`config.mk`:
```
export PLATFORM = sky130hd
export DESIGN_NAME = rrqbp_ctrl
export DESIGN_NICKNAME = d
export VERILOG_FILES = /design/src/sv/rrqbp_pkg.sv /design/src/sv/rrqbp_ctrl.sv
export SDC_FILE = /design/constraint.sdc
export NUM_CORES = 1
export LEC_CHECK = 0
export BUFFER_PORTS_ARGS = -buffer_cell sky130_fd_sc_hd__buf_2
export CAP_MARGIN = 40
export CORE_AREA = 5 5 42 44
export DETAILED_ROUTE_END_ITERATION = 6
export DIE_AREA = 0 0 47 49
export PLACE_DENSITY = 0.35
export SLEW_MARGIN = 20
export SYNTH_ARGS = -nofsm -noshare
export SYNTH_HDL_FRONTEND = slang
export SYNTH_SLANG_ARGS = --single-unit
export TNS_END_PERCENT = 5
```
`constraint.sdc`:
```
create_clock -name clk -period 2.7 [get_ports clk]
set_input_delay 0.27 -clock clk [delete_from_list [all_inputs] [get_ports clk]]
set_output_delay 0.27 -clock clk [all_outputs]
set_load 0.05 [all_outputs]
```
`src/sv/rrqbp_pkg.sv`:
```
// rrqbp_pkg: types, field widths and operation codes for the record ring queue
// used by rrqbp_ctrl, rrqbp_dp and record_ring_queue_batch_peek; no dependencies
package rrqbp_pkg;

	// default configuration
	localparam int CAPACITY_DEF  = 64;
	localparam int UID_BYTES_DEF = 7;

	// fixed field widths
	localparam int KIND_W    = 2;
	localparam int INLEN_W   = 4;
	localparam int UIDB_W    = 56;
	localparam int TIME_W    = 32;
	localparam int CNT_W     = 6;
	localparam int SLOT_W    = 6;
	localparam int LEN_W     = 3;
	localparam int OCC_W     = 6;
	localparam int UID_SLOTS = UIDB_W / 8;

	// operation codes
	localparam logic [KIND_W-1:0] KIND_PUSH   = 2'd0;
	localparam logic [KIND_W-1:0] KIND_PEEK   = 2'd1;
	localparam logic [KIND_W-1:0] KIND_COMMIT = 2'd2;

	// input item
	typedef struct packed {
		logic [KIND_W-1:0]  kind;
		logic [INLEN_W-1:0] in_uid_len;
		logic [UIDB_W-1:0]  in_uid_bytes;
		logic [TIME_W-1:0]  in_time;
		logic               in_sms_sent;
		logic [CNT_W-1:0]   count;
	} req_t;

	// result item
	typedef struct packed {
		logic               push_accepted;
		logic               record_valid;
		logic [SLOT_W-1:0]  out_slot;
		logic [LEN_W-1:0]   out_uid_len;
		logic [UIDB_W-1:0]  out_uid_bytes;
		logic [TIME_W-1:0]  out_time;
		logic               out_sms_sent;
		logic [OCC_W-1:0]   occupancy;
		logic               last;
	} rsp_t;

	// one stored record
	typedef struct packed {
		logic [LEN_W-1:0]  uid_len;
		logic [UIDB_W-1:0] uid_bytes;
		logic [TIME_W-1:0] stamp;
		logic              sent;
	} rec_t;

	// controller to datapath
	typedef struct packed {
		logic take;   // input transfer this cycle
		logic rd;     // read record at peek pointer
		logic emit;   // load read record into result register
	} cmd_t;

	// datapath to controller
	typedef struct packed {
		logic out_free;  // result register can load this cycle
		logic peek_go;   // presented item is a peek with records to emit
		logic last;      // current peeked record is the final one
	} sts_t;

endpackage

```
`src/sv/rrqbp_ctrl.sv`:
```
// rrqbp_ctrl: sequencer for the record ring queue (accept, read, emit)
// depends on rrqbp_pkg
module rrqbp_ctrl (
	input  logic           clk,
	input  logic           arst_n,
	input  logic           req_valid,
	output logic           req_stall,
	input  rrqbp_pkg::sts_t sts,
	output rrqbp_pkg::cmd_t cmd
);
	import rrqbp_pkg::*;

	typedef enum logic [2:0] {
		ST_IDLE = 3'b001,
		ST_RD   = 3'b010,
		ST_LD   = 3'b100
	} state_t;

	state_t state_q, state_d;

	// next state and commands
	always_comb begin
		state_d   = state_q;
		cmd       = '0;
		req_stall = 1'b1;
		case (state_q)
			ST_IDLE: begin
				req_stall = !sts.out_free;
				if (req_valid && sts.out_free) begin
					cmd.take = 1'b1;
					if (sts.peek_go) begin
						state_d = ST_RD;
					end
				end
			end
			ST_RD: begin
				cmd.rd  = 1'b1;
				state_d = ST_LD;
			end
			ST_LD: begin
				if (sts.out_free) begin
					cmd.emit = 1'b1;
					state_d  = sts.last ? ST_IDLE : ST_RD;
				end
			end
			default: begin
				state_d = ST_IDLE;
			end
		endcase
	end

	// state register
	always_ff @(posedge clk or negedge arst_n) begin
		if (!arst_n) begin
			state_q <= ST_IDLE;
		end else begin
			state_q <= state_d;
		end
	end

endmodule

```
* Yosys cells after proc, flatten, opt, wreduce, memory -nomap -nowiden
Cells that the tools add are included.
Storage, ports and cells: register bits 3, input bits 6, output and inout port bits 4, logic and storage cells 21
Operators by class: equality and inequality tests 6, multiplexer cells 11, reductions and logical operators 3
Operators by type and width (count):
- 3-bit 2-to-1 mux | 3
- 3-bit one-hot mux with 3 select lines | 1
- 1-bit 2-to-1 mux | 6
- 2-bit inequality test, second input constant | 3
- 3-bit by 1-bit equality test with 1-bit output, second input constant | 1
- 3-bit by 2-bit equality test with 1-bit output, second input constant | 1
- 3-bit equality test, second input constant | 1
- 3-bit AND reduction | 1
- 2-bit 2-to-1 mux | 1
- 1-bit logical AND | 1
- 1-bit zero test | 1

* Longest topological paths before layout
Gate-level depths: netlist (run 1).
depth in word-level cells 3, depth in mapped cells 3, gate-level depth less buffers 3

* Worst setup path after synthesis (run 1)
OpenSTA, ideal clock, no wires.
path kind reg-to-output, from register state_q[2], to output port cmd[1] in the netlist's numbering, data arrival time 1.176 ns, data required time 2.430 ns, setup slack 1.254 ns, stages on the path, launching flop included 3, buffers on the path 0, path through dfrtp_1 > nand2b_1 > nor2_1
RTL lines:
- start, declared | RTL line rrqbp_ctrl.sv:19 | state_t state_q, state_d;
- start signal, assigned | RTL line rrqbp_ctrl.sv:57 | state_q <= state_d;
- end, declared | RTL line rrqbp_ctrl.sv:9 | output rrqbp_pkg::cmd_t cmd

==> results of run 1 <==
worst reg2reg max path, delay by kind of cell, from the launching register on:
| family | cells | cell delay [ps] |
|---|---|---|
| AOI/OAI and AO/OA | 1 | 110 |
| DFF | 1 | 550 |
| and+or+nand+nor | 2 | 350 |
power groups by stage:
stage | combinational, mW | clock (mW) | sequential (mW)
global route | 0.0271 | 0.0852 | 0.0495
detailed placement | 0.0243 | 0 | 0.0497
global placement | 0.0240 | 0 | 0.0495
finish | 0.0251 | 0.0781 | 0.0492
floorplan | 0.0159 | 0 | 0.0491
CTS | 0.0254 | 0.0838 | 0.0492
per-stage QoR:
step | hold WS, ps | power (mW)
after floorplan | -25.6 | 0.0650
after global placement | 65.0 | 0.0735
after detailed placement | 66.7 | 0.0740
after CTS | 291 | 0.158
after global routing | 321 | 0.162
final | 293 | 0.152
layout make-up:
cell class              count  area, um2
inverters                   1       3.75
repair buffers             10       55.1
multi-input cells          14       98.8
clock buffers               4       26.3
fillers                   159       1120
flip-flops and latches      3       76.3
well taps                  16       20.0
layout by cell type (no fill, tap or decap):
master / count
nand2_1: 2
nand3_2: 1
dfstp_2: 1
and4bb_2: 1
and4bb_1: 1
a21oi_1: 1
nand2b_1: 3
o21a_1: 1
clkbuf_1: 1
dfrtp_1: 2
a21boi_0: 1
and2_2: 1
dlygate4sd3_1: 1
clkbuf_4: 3
nor2_1: 1
nor2b_1: 1
inv_1: 1
buf_2: 9
cell families (layout without fill, tap and decap cells):
family	count (synthesis)	count (layout)	synth area share, %
flip-flops	3	3	42.7
AND/OR/NAND/NOR	11	11	44.1
AO/OA/AOI/OAI	3	3	11.2
buffers and inverters	1	15	2.10
timing repair:
item,CTS,global route
hold endpoints to repair,3,0
buffers inserted,0,0
hold buffers,1,0
gates resized for setup,0,0
per-layer routing:
| layer | vias to the layer above | wire length [um] | global-route usage, % |
|---|---|---|---|
| met3 | 0 | 88 | 1.85 |
| met4 | 0 | 0 | 5.53 |
| met1 | 72 | 205 | 5.32 |
| met2 | 10 | 166 | 5.43 |
| li1 | 88 | - | - |
| met5 | - | 0 | 0 |
worst paths after layout:
kind | end | slack (ps)
min in group asynchronous | state_q[1] | 360
min | state_q[1] | 290
max | cmd[2] | 990
min reg2reg | state_q[2] | 570
max reg2reg | state_q[0] | 1610
max in group asynchronous | state_q[0] | 2150
==> flow_results.xml, run 1 <==
<?xml version="1.0" encoding="UTF-8"?>
<metrics>
  <group name="status">
    <metric name="outcome" unit="">finished, final reports clean</metric>
  </group>
  <group name="final_layout">
    <metric name="largest_reg_flops" unit="">3</metric>
    <metric name="number_of_inserted_diodes" unit="">0</metric>
    <metric name="layout-drive-gt1-share" unit="%">50.0</metric>
    <metric name="postLayoutCellArea" unit="um2">280</metric>
    <metric name="syn_to_final_growth" unit="%">56.6</metric>
    <metric name="biggestRegsByFlops" unit="">state_q x3</metric>
    <metric name="final_nets" unit="">39</metric>
    <metric name="utilization" unit="%">20.0</metric>
    <metric name="final-instance-count-excl-fill" unit="">48</metric>
    <metric name="regMostFlops" unit="">state_q</metric>
  </group>
  <group name="synthesis">
    <metric name="mappedNetlistNets" unit="">24</metric>
    <metric name="proportion_of_netlist_area_held_by_the_largest_area_contributor" unit="%">28.0</metric>
    <metric name="synth_flop_cell" unit="">dfrtp_1</metric>
    <metric name="synthesized_instance_count" unit="">18</metric>
    <metric name="post_synth_edffs" unit="">0</metric>
    <metric name="synthArstFlopShare" unit="%">100</metric>
    <metric name="average_footprint_of_a_synthesized_cell" unit="um2">9.94</metric>
    <metric name="synth_area" unit="um2">179</metric>
    <metric name="synth.area.top_cells" unit="">dfrtp_1, dfstp_2, nand2b_1</metric>
    <metric name="ys_types" unit="">14</metric>
    <metric name="netlist_top_cells_count" unit="">nand2b_1, dfrtp_1, nand2_1</metric>
    <metric name="synth-seq-area-share" unit="%">42.7</metric>
    <metric name="synth_seq_cells" unit="">3</metric>
    <metric name="yosysMostFrequentCell" unit="">nand2b_1</metric>
    <metric name="synth_largest_area_cell" unit="">dfrtp_1</metric>
    <metric name="yosys_warnings" unit="">0</metric>
  </group>
  <group name="worst_setup_path">
    <metric name="crit_type" unit="">reg -&gt; out</metric>
    <metric name="r2r_start" unit="">state_q[0]</metric>
    <metric name="critical_path.startpoint_type" unit="">flip-flop</metric>
    <metric name="worst-endpoint-required" unit="ps">2430</metric>
    <metric name="crit_path_end_kind" unit="">primary output</metric>
    <metric name="critPathMaxFanout" unit="">5</metric>
    <metric name="library_cell_contributing_the_largest_single_delay_on_the_critical_path" unit="">dfstp_2</metric>
    <metric name="worstPathCellList" unit="">and4bb_1 -&gt; and2_2 -&gt; buf_2</metric>
    <metric name="worst_path_largest_cell_delay" unit="ps">550</metric>
    <metric name="critical_path.n_buffers_inverters" unit="">1</metric>
    <metric name="cp.depth" unit="">3</metric>
    <metric name="cp_top_family" unit="">flip-flops</metric>
    <metric name="startpoint" unit="">state_q[0]</metric>
    <metric name="worst-r2r-cell-count" unit="">3</metric>
    <metric name="worstPathArrival" unit="ps">1440</metric>
  </group>
  <group name="timing">
    <metric name="setup_total_negative_slack" unit="ps">0</metric>
    <metric name="finalClockSkew" unit="ps">0.607</metric>
    <metric name="setup-violations-final" unit="">0</metric>
    <metric name="drv_slew" unit="">0</metric>
    <metric name="worst_slew_margin_rel" unit="%">83.2</metric>
    <metric name="final_period_minus_worst_setup_slack" unit="ps">1710</metric>
    <metric name="max_slew.worst_pin.slew" unit="ps">253</metric>
    <metric name="max_clock_freq" unit="MHz">585</metric>
    <metric name="rsz0062_at_grt" unit="">false</metric>
    <metric name="fin_crit_sh" unit="%">63.3</metric>
    <metric name="timing.final.hold_violations" unit="">0</metric>
    <metric name="final.setup.worst_slack" unit="ps">990</metric>
  </group>
  <group name="placement">
    <metric name="pre_cts_ws" unit="ps">1220</metric>
    <metric name="numPortBuffers" unit="">9</metric>
    <metric name="globalplace.congestion" unit="">0.707</metric>
    <metric name="placedInstanceArea" unit="um2">244</metric>
    <metric name="dpl.cell_count" unit="">43</metric>
  </group>
  <group name="power_and_ir_drop">
    <metric name="switching_share" unit="%">26.3</metric>
    <metric name="p_int" unit="uW">112</metric>
    <metric name="p_comb_share" unit="%">16.5</metric>
    <metric name="seq_power_share" unit="%">32.3</metric>
    <metric name="cellPowerDensity" unit="nW/um2">544</metric>
    <metric name="p_leak" unit="nW">0.137</metric>
    <metric name="netSwitchingPower" unit="uW">40.1</metric>
    <metric name="share_clk_of_total_power" unit="%">51.3</metric>
    <metric name="ir_worst_vdd" unit="uV">195</metric>
  </group>
  <group name="grt">
    <metric name="grt_max_degree" unit="">6</metric>
    <metric name="gr-total-overflow" unit="">0</metric>
    <metric name="grt_pass1_wl" unit="um">710</metric>
    <metric name="grt_antenna_before_repair" unit="">0</metric>
    <metric name="global_route_total_usage_across_every_layer" unit="%">4.59</metric>
    <metric name="grt_pass1_vias" unit="">184</metric>
  </group>
  <group name="route">
    <metric name="final_antenna_net_count" unit="">0</metric>
    <metric name="routed_wirelength" unit="um">460</metric>
    <metric name="detailroute.via_count" unit="">170</metric>
    <metric name="route.detailed.vias_per_inst" unit="">3.54</metric>
    <metric name="drt-wirelength-per-cell" unit="um">9.58</metric>
    <metric name="detailedRoute.firstPassIterationCount" unit="">2</metric>
    <metric name="drt_drc_violations_left" unit="">0</metric>
    <metric name="dr.first_iter.drc_count" unit="">5</metric>
  </group>
  <group name="die">
    <metric name="std_cell_rows" unit="">14</metric>
    <metric name="chipHeight" unit="um">49</metric>
    <metric name="dieArea" unit="um2">2300</metric>
    <metric name="initial_core_util" unit="%">12.8</metric>
    <metric name="core_region_area" unit="um2">1400</metric>
    <metric name="pin_count" unit="">10</metric>
    <metric name="die_width" unit="um">47</metric>
  </group>
  <group name="cts">
    <metric name="clk_pin_slew" unit="ps">40</metric>
    <metric name="clockBufferDepth" unit="">2</metric>
    <metric name="clk_root_buffer_cell" unit="">clkbuf_4</metric>
    <metric name="ctsHtreeMaxLevel" unit="">1</metric>
    <metric name="clkSinkCount" unit="">3</metric>
    <metric name="clk-insertion-delay-late" unit="ps">230</metric>
    <metric name="cts-buffers-inserted" unit="">3</metric>
    <metric name="tritoncts_clock_tree" unit="">built</metric>
  </group>
  <group name="min_path">
    <metric name="hold_crit_start" unit="">req_valid</metric>
    <metric name="min_delay_path_depth" unit="">3</metric>
    <metric name="hp-class" unit="">in -&gt; reg</metric>
  </group>
  <group name="flow_run">
    <metric name="cap_viol_max_count" unit="">0</metric>
  </group>
</metrics>
No activity file was read; power rests on OpenSTA's default activity.
==> run 2, diff against run 1 <==
--- a/config.mk
+++ b/config.mk
@@ -5,12 +5,13 @@
 export SDC_FILE = /design/constraint.sdc
 export NUM_CORES = 1
 export LEC_CHECK = 0
+export ABC_AREA = 1
 export BUFFER_PORTS_ARGS = -buffer_cell sky130_fd_sc_hd__buf_2
 export CAP_MARGIN = 40
 export CORE_AREA = 5 5 42 44
 export DETAILED_ROUTE_END_ITERATION = 6
 export DIE_AREA = 0 0 47 49
-export PLACE_DENSITY = 0.35
+export PLACE_DENSITY = 0.37
 export SLEW_MARGIN = 20
 export SYNTH_ARGS = -nofsm -noshare
 export SYNTH_HDL_FRONTEND = slang
==> constraint.sdc (replaced) <==
create_clock -name clk -period 1.62 [get_ports clk]
set_input_delay 0.162 -clock clk [delete_from_list [all_inputs] [get_ports clk]]
set_output_delay 0.162 -clock clk [all_outputs]
set_load 0.05 [all_outputs]
==> flow_results.xml, run 2 <==
<?xml version="1.0" encoding="UTF-8"?>
<metrics>
  <group name="die">
    <metric name="core_region_area" unit="um2">1400</metric>
    <metric name="pin_count" unit="">10</metric>
    <metric name="dieArea" unit="um2">2300</metric>
    <metric name="initial_core_util" unit="%">14.4</metric>
    <metric name="chipHeight" unit="um">49</metric>
    <metric name="die_width" unit="um">47</metric>
    <metric name="std_cell_rows" unit="">14</metric>
  </group>
  <group name="synthesis">
    <metric name="synth_flop_cell" unit="">dfrtp_1</metric>
    <metric name="proportion_of_netlist_area_held_by_the_largest_area_contributor" unit="%">24.8</metric>
    <metric name="synthesized_instance_count" unit="">31</metric>
    <metric name="synth_seq_cells" unit="">3</metric>
    <metric name="synth_largest_area_cell" unit="">dfrtp_1</metric>
    <metric name="ys_types" unit="">11</metric>
    <metric name="yosysMostFrequentCell" unit="">inv_1</metric>
    <metric name="post_synth_edffs" unit="">0</metric>
    <metric name="netlist_top_cells_count" unit="">inv_1, nor2_1, nand2_1</metric>
    <metric name="synth_area" unit="um2">201</metric>
    <metric name="synthArstFlopShare" unit="%">100</metric>
    <metric name="synth.area.top_cells" unit="">dfrtp_1, inv_1, dfstp_2</metric>
    <metric name="mappedNetlistNets" unit="">37</metric>
    <metric name="synth-seq-area-share" unit="%">37.9</metric>
    <metric name="average_footprint_of_a_synthesized_cell" unit="um2">6.50</metric>
    <metric name="yosys_warnings" unit="">0</metric>
  </group>
  <group name="final_layout">
    <metric name="layout-drive-gt1-share" unit="%">35.6</metric>
    <metric name="fill_cells" unit="">179</metric>
    <metric name="mostFrequentLayoutCell" unit="">buf_2</metric>
    <metric name="syn_to_final_growth" unit="%">50.3</metric>
    <metric name="multi_input_comb_area" unit="um2">95.1</metric>
    <metric name="number_of_inserted_diodes" unit="">0</metric>
    <metric name="final_nets" unit="">52</metric>
    <metric name="mostFrequentLayoutCells" unit="">buf_2, inv_1, nor2_1, nand2_1</metric>
    <metric name="regMostFlops" unit="">state_q</metric>
    <metric name="biggestRegsByFlops" unit="">state_q x3</metric>
    <metric name="utilization" unit="%">21.6</metric>
    <metric name="seqCellArea" unit="um2">76.3</metric>
    <metric name="largest_reg_flops" unit="">3</metric>
  </group>
  <group name="flow_run">
    <metric name="cap_viol_max_count" unit="">0</metric>
  </group>
  <group name="timing">
    <metric name="timing.final.hold_violations" unit="">0</metric>
    <metric name="max_clock_freq" unit="MHz">708</metric>
    <metric name="fin_crit_sh" unit="%">87.2</metric>
    <metric name="setup-violations-final" unit="">0</metric>
    <metric name="final_period_minus_worst_setup_slack" unit="ps">1410</metric>
    <metric name="hold-worst-slack" unit="ps">208</metric>
    <metric name="drv_slew" unit="">0</metric>
    <metric name="finalClockSkew" unit="ps">1.30</metric>
    <metric name="rsz0062_at_grt" unit="">false</metric>
    <metric name="max_slew.worst_pin.slew" unit="ps">250</metric>
    <metric name="worst_slew_margin_rel" unit="%">83.5</metric>
    <metric name="setup_total_negative_slack" unit="ps">0</metric>
  </group>
  <group name="grt">
    <metric name="grt_max_degree" unit="">6</metric>
    <metric name="grt_pass1_vias" unit="">205</metric>
    <metric name="grt_pass1_wl" unit="um">793</metric>
    <metric name="global_route_total_usage_across_every_layer" unit="%">5.36</metric>
    <metric name="gr-total-overflow" unit="">0</metric>
    <metric name="grt_antenna_before_repair" unit="">0</metric>
  </group>
  <group name="min_path">
    <metric name="hold_crit_start" unit="">sts[2]</metric>
    <metric name="worst_hold_path_endpoint" unit="">state_q[2]</metric>
    <metric name="hp-class" unit="">in -&gt; reg</metric>
    <metric name="min_delay_path_depth" unit="">2</metric>
  </group>
  <group name="worst_setup_path">
    <metric name="crit_path_end_kind" unit="">primary output</metric>
    <metric name="worstPathArrival" unit="ps">1250</metric>
    <metric name="timing.reg2reg.setup_slack" unit="ps">510</metric>
    <metric name="worst-endpoint-required" unit="ps">1460</metric>
    <metric name="critical_path.startpoint_type" unit="">flip-flop</metric>
    <metric name="worst-r2r-cell-count" unit="">4</metric>
    <metric name="r2r_start" unit="">state_q[0]</metric>
    <metric name="crit_type" unit="">reg -&gt; out</metric>
    <metric name="startpoint" unit="">state_q[0]</metric>
    <metric name="critPathMaxFanout" unit="">5</metric>
    <metric name="reg2reg_to" unit="">state_q[1]</metric>
  </group>
  <group name="cts">
    <metric name="clockBufferDepth" unit="">2</metric>
    <metric name="cts-buffers-inserted" unit="">3</metric>
    <metric name="hold_buffers" unit="">1</metric>
    <metric name="clkSinkCount" unit="">3</metric>
    <metric name="postCtsSetupBuffers" unit="">0</metric>
    <metric name="clk_root_buffer_cell" unit="">clkbuf_4</metric>
    <metric name="clk-insertion-delay-late" unit="ps">230</metric>
    <metric name="ctsHtreeMaxLevel" unit="">1</metric>
    <metric name="clk_pin_slew" unit="ps">40</metric>
    <metric name="tritoncts_clock_tree" unit="">built</metric>
    <metric name="ctsResizeCount" unit="">0</metric>
  </group>
  <group name="route">
    <metric name="detailroute.via_count" unit="">217</metric>
    <metric name="drt-wirelength-per-cell" unit="um">8.00</metric>
    <metric name="dr.first_iter.drc_count" unit="">2</metric>
    <metric name="final_antenna_net_count" unit="">0</metric>
    <metric name="drt_drc_violations_left" unit="">0</metric>
    <metric name="route.detailed.vias_per_inst" unit="">3.56</metric>
    <metric name="detailedRoute.firstPassIterationCount" unit="">2</metric>
    <metric name="routed_wirelength" unit="um">488</metric>
  </group>
  <group name="power_and_ir_drop">
    <metric name="p_leak" unit="nW">0.182</metric>
    <metric name="cellPowerDensity" unit="nW/um2">1950</metric>
    <metric name="ir_worst_vdd" unit="uV">658</metric>
  </group>
  <group name="placement">
    <metric name="numPortBuffers" unit="">9</metric>
    <metric name="hpwlAfterDp" unit="um">396</metric>
    <metric name="globalplace.congestion" unit="">0.717</metric>
  </group>
  <group name="status">
    <metric name="outcome" unit="">finished, final reports clean</metric>
  </group>
</metrics>
run 2: cell types whose count changed in the layout (fill, tap and decap cells not counted), moves of 2 or more:
| cell | previous run | this run |
|---|---|---|
| inv_1 | 1 | 8 |
| nor2_1 | 1 | 6 |
| nand2b_1 | 3 | 0 |
| o21ai_0 | 0 | 2 |
| nand2_1 | 2 | 5 |
| nand3_1 | 0 | 3 |
run 2: critical path: stages, from the launching register on:
cell     delay, ps
dfstp_2        540
nand3_2        120
nor2_1          90
buf_2          260
run 2: where the power goes:
group	leakage (nW)	total (mW)	switching [mW]	internal, mW
sequential	0.0369	0.150	0.0298	0.120
clock	0.0150	0.129	0.0372	0.0922
combinational	0.130	0.310	0.215	0.0959
total	0.182	0.590	0.281	0.308
run 2: cells by family after synthesis:
logic type | after synthesis | synth area share (%)
AND/OR/NAND/NOR | 18 | 42.2
buffers and inverters | 8 | 14.9
flip-flops | 3 | 37.9
AO/OA/AOI/OAI | 2 | 4.97
run 2: how the worst max path moves through the flow:
stage | end | slack, ps | depth (start not counted)
CTS | cmd[2] | 190 | 3
finish | cmd[2] | 210 | 3
detailed placement | cmd[2] | 430 | 3
floorplan | cmd[2] | 160 | 2
global route | cmd[0] | 120 | 4
global placement | cmd[2] | 460 | 3
run 2: layer usage:
metal	wire length [um]	up-vias	GRT usage, %
li1	-	120	-
met2	276	3	7.47
met5	0	-	0
met3	13	0	2.21
met1	198	94	4.87
met4	0	0	6.91
run 2: through the flow:
step | worst slack (ps) | power (mW) | area (um2) | cells
final | 208 | 0.590 | 303 | 61
after global routing | 117 | 0.649 | 303 | 61
after CTS | 187 | 0.603 | 303 | 61
after detailed placement | 432 | 0.465 | 267 | 56
after global placement | 458 | 0.468 | 267 | 56
after floorplan | 160 | 0.398 | 201 | 31
run 2: area by class of cell:
cell class / count / share of cell area, %
sequential: 3 / 25.2
multi-input combinational: 20 / 31.4
tap: 16 / 6.61
inverter: 8 / 9.92
clock buffer: 4 / 8.68
timing repair buffer: 10 / 18.2
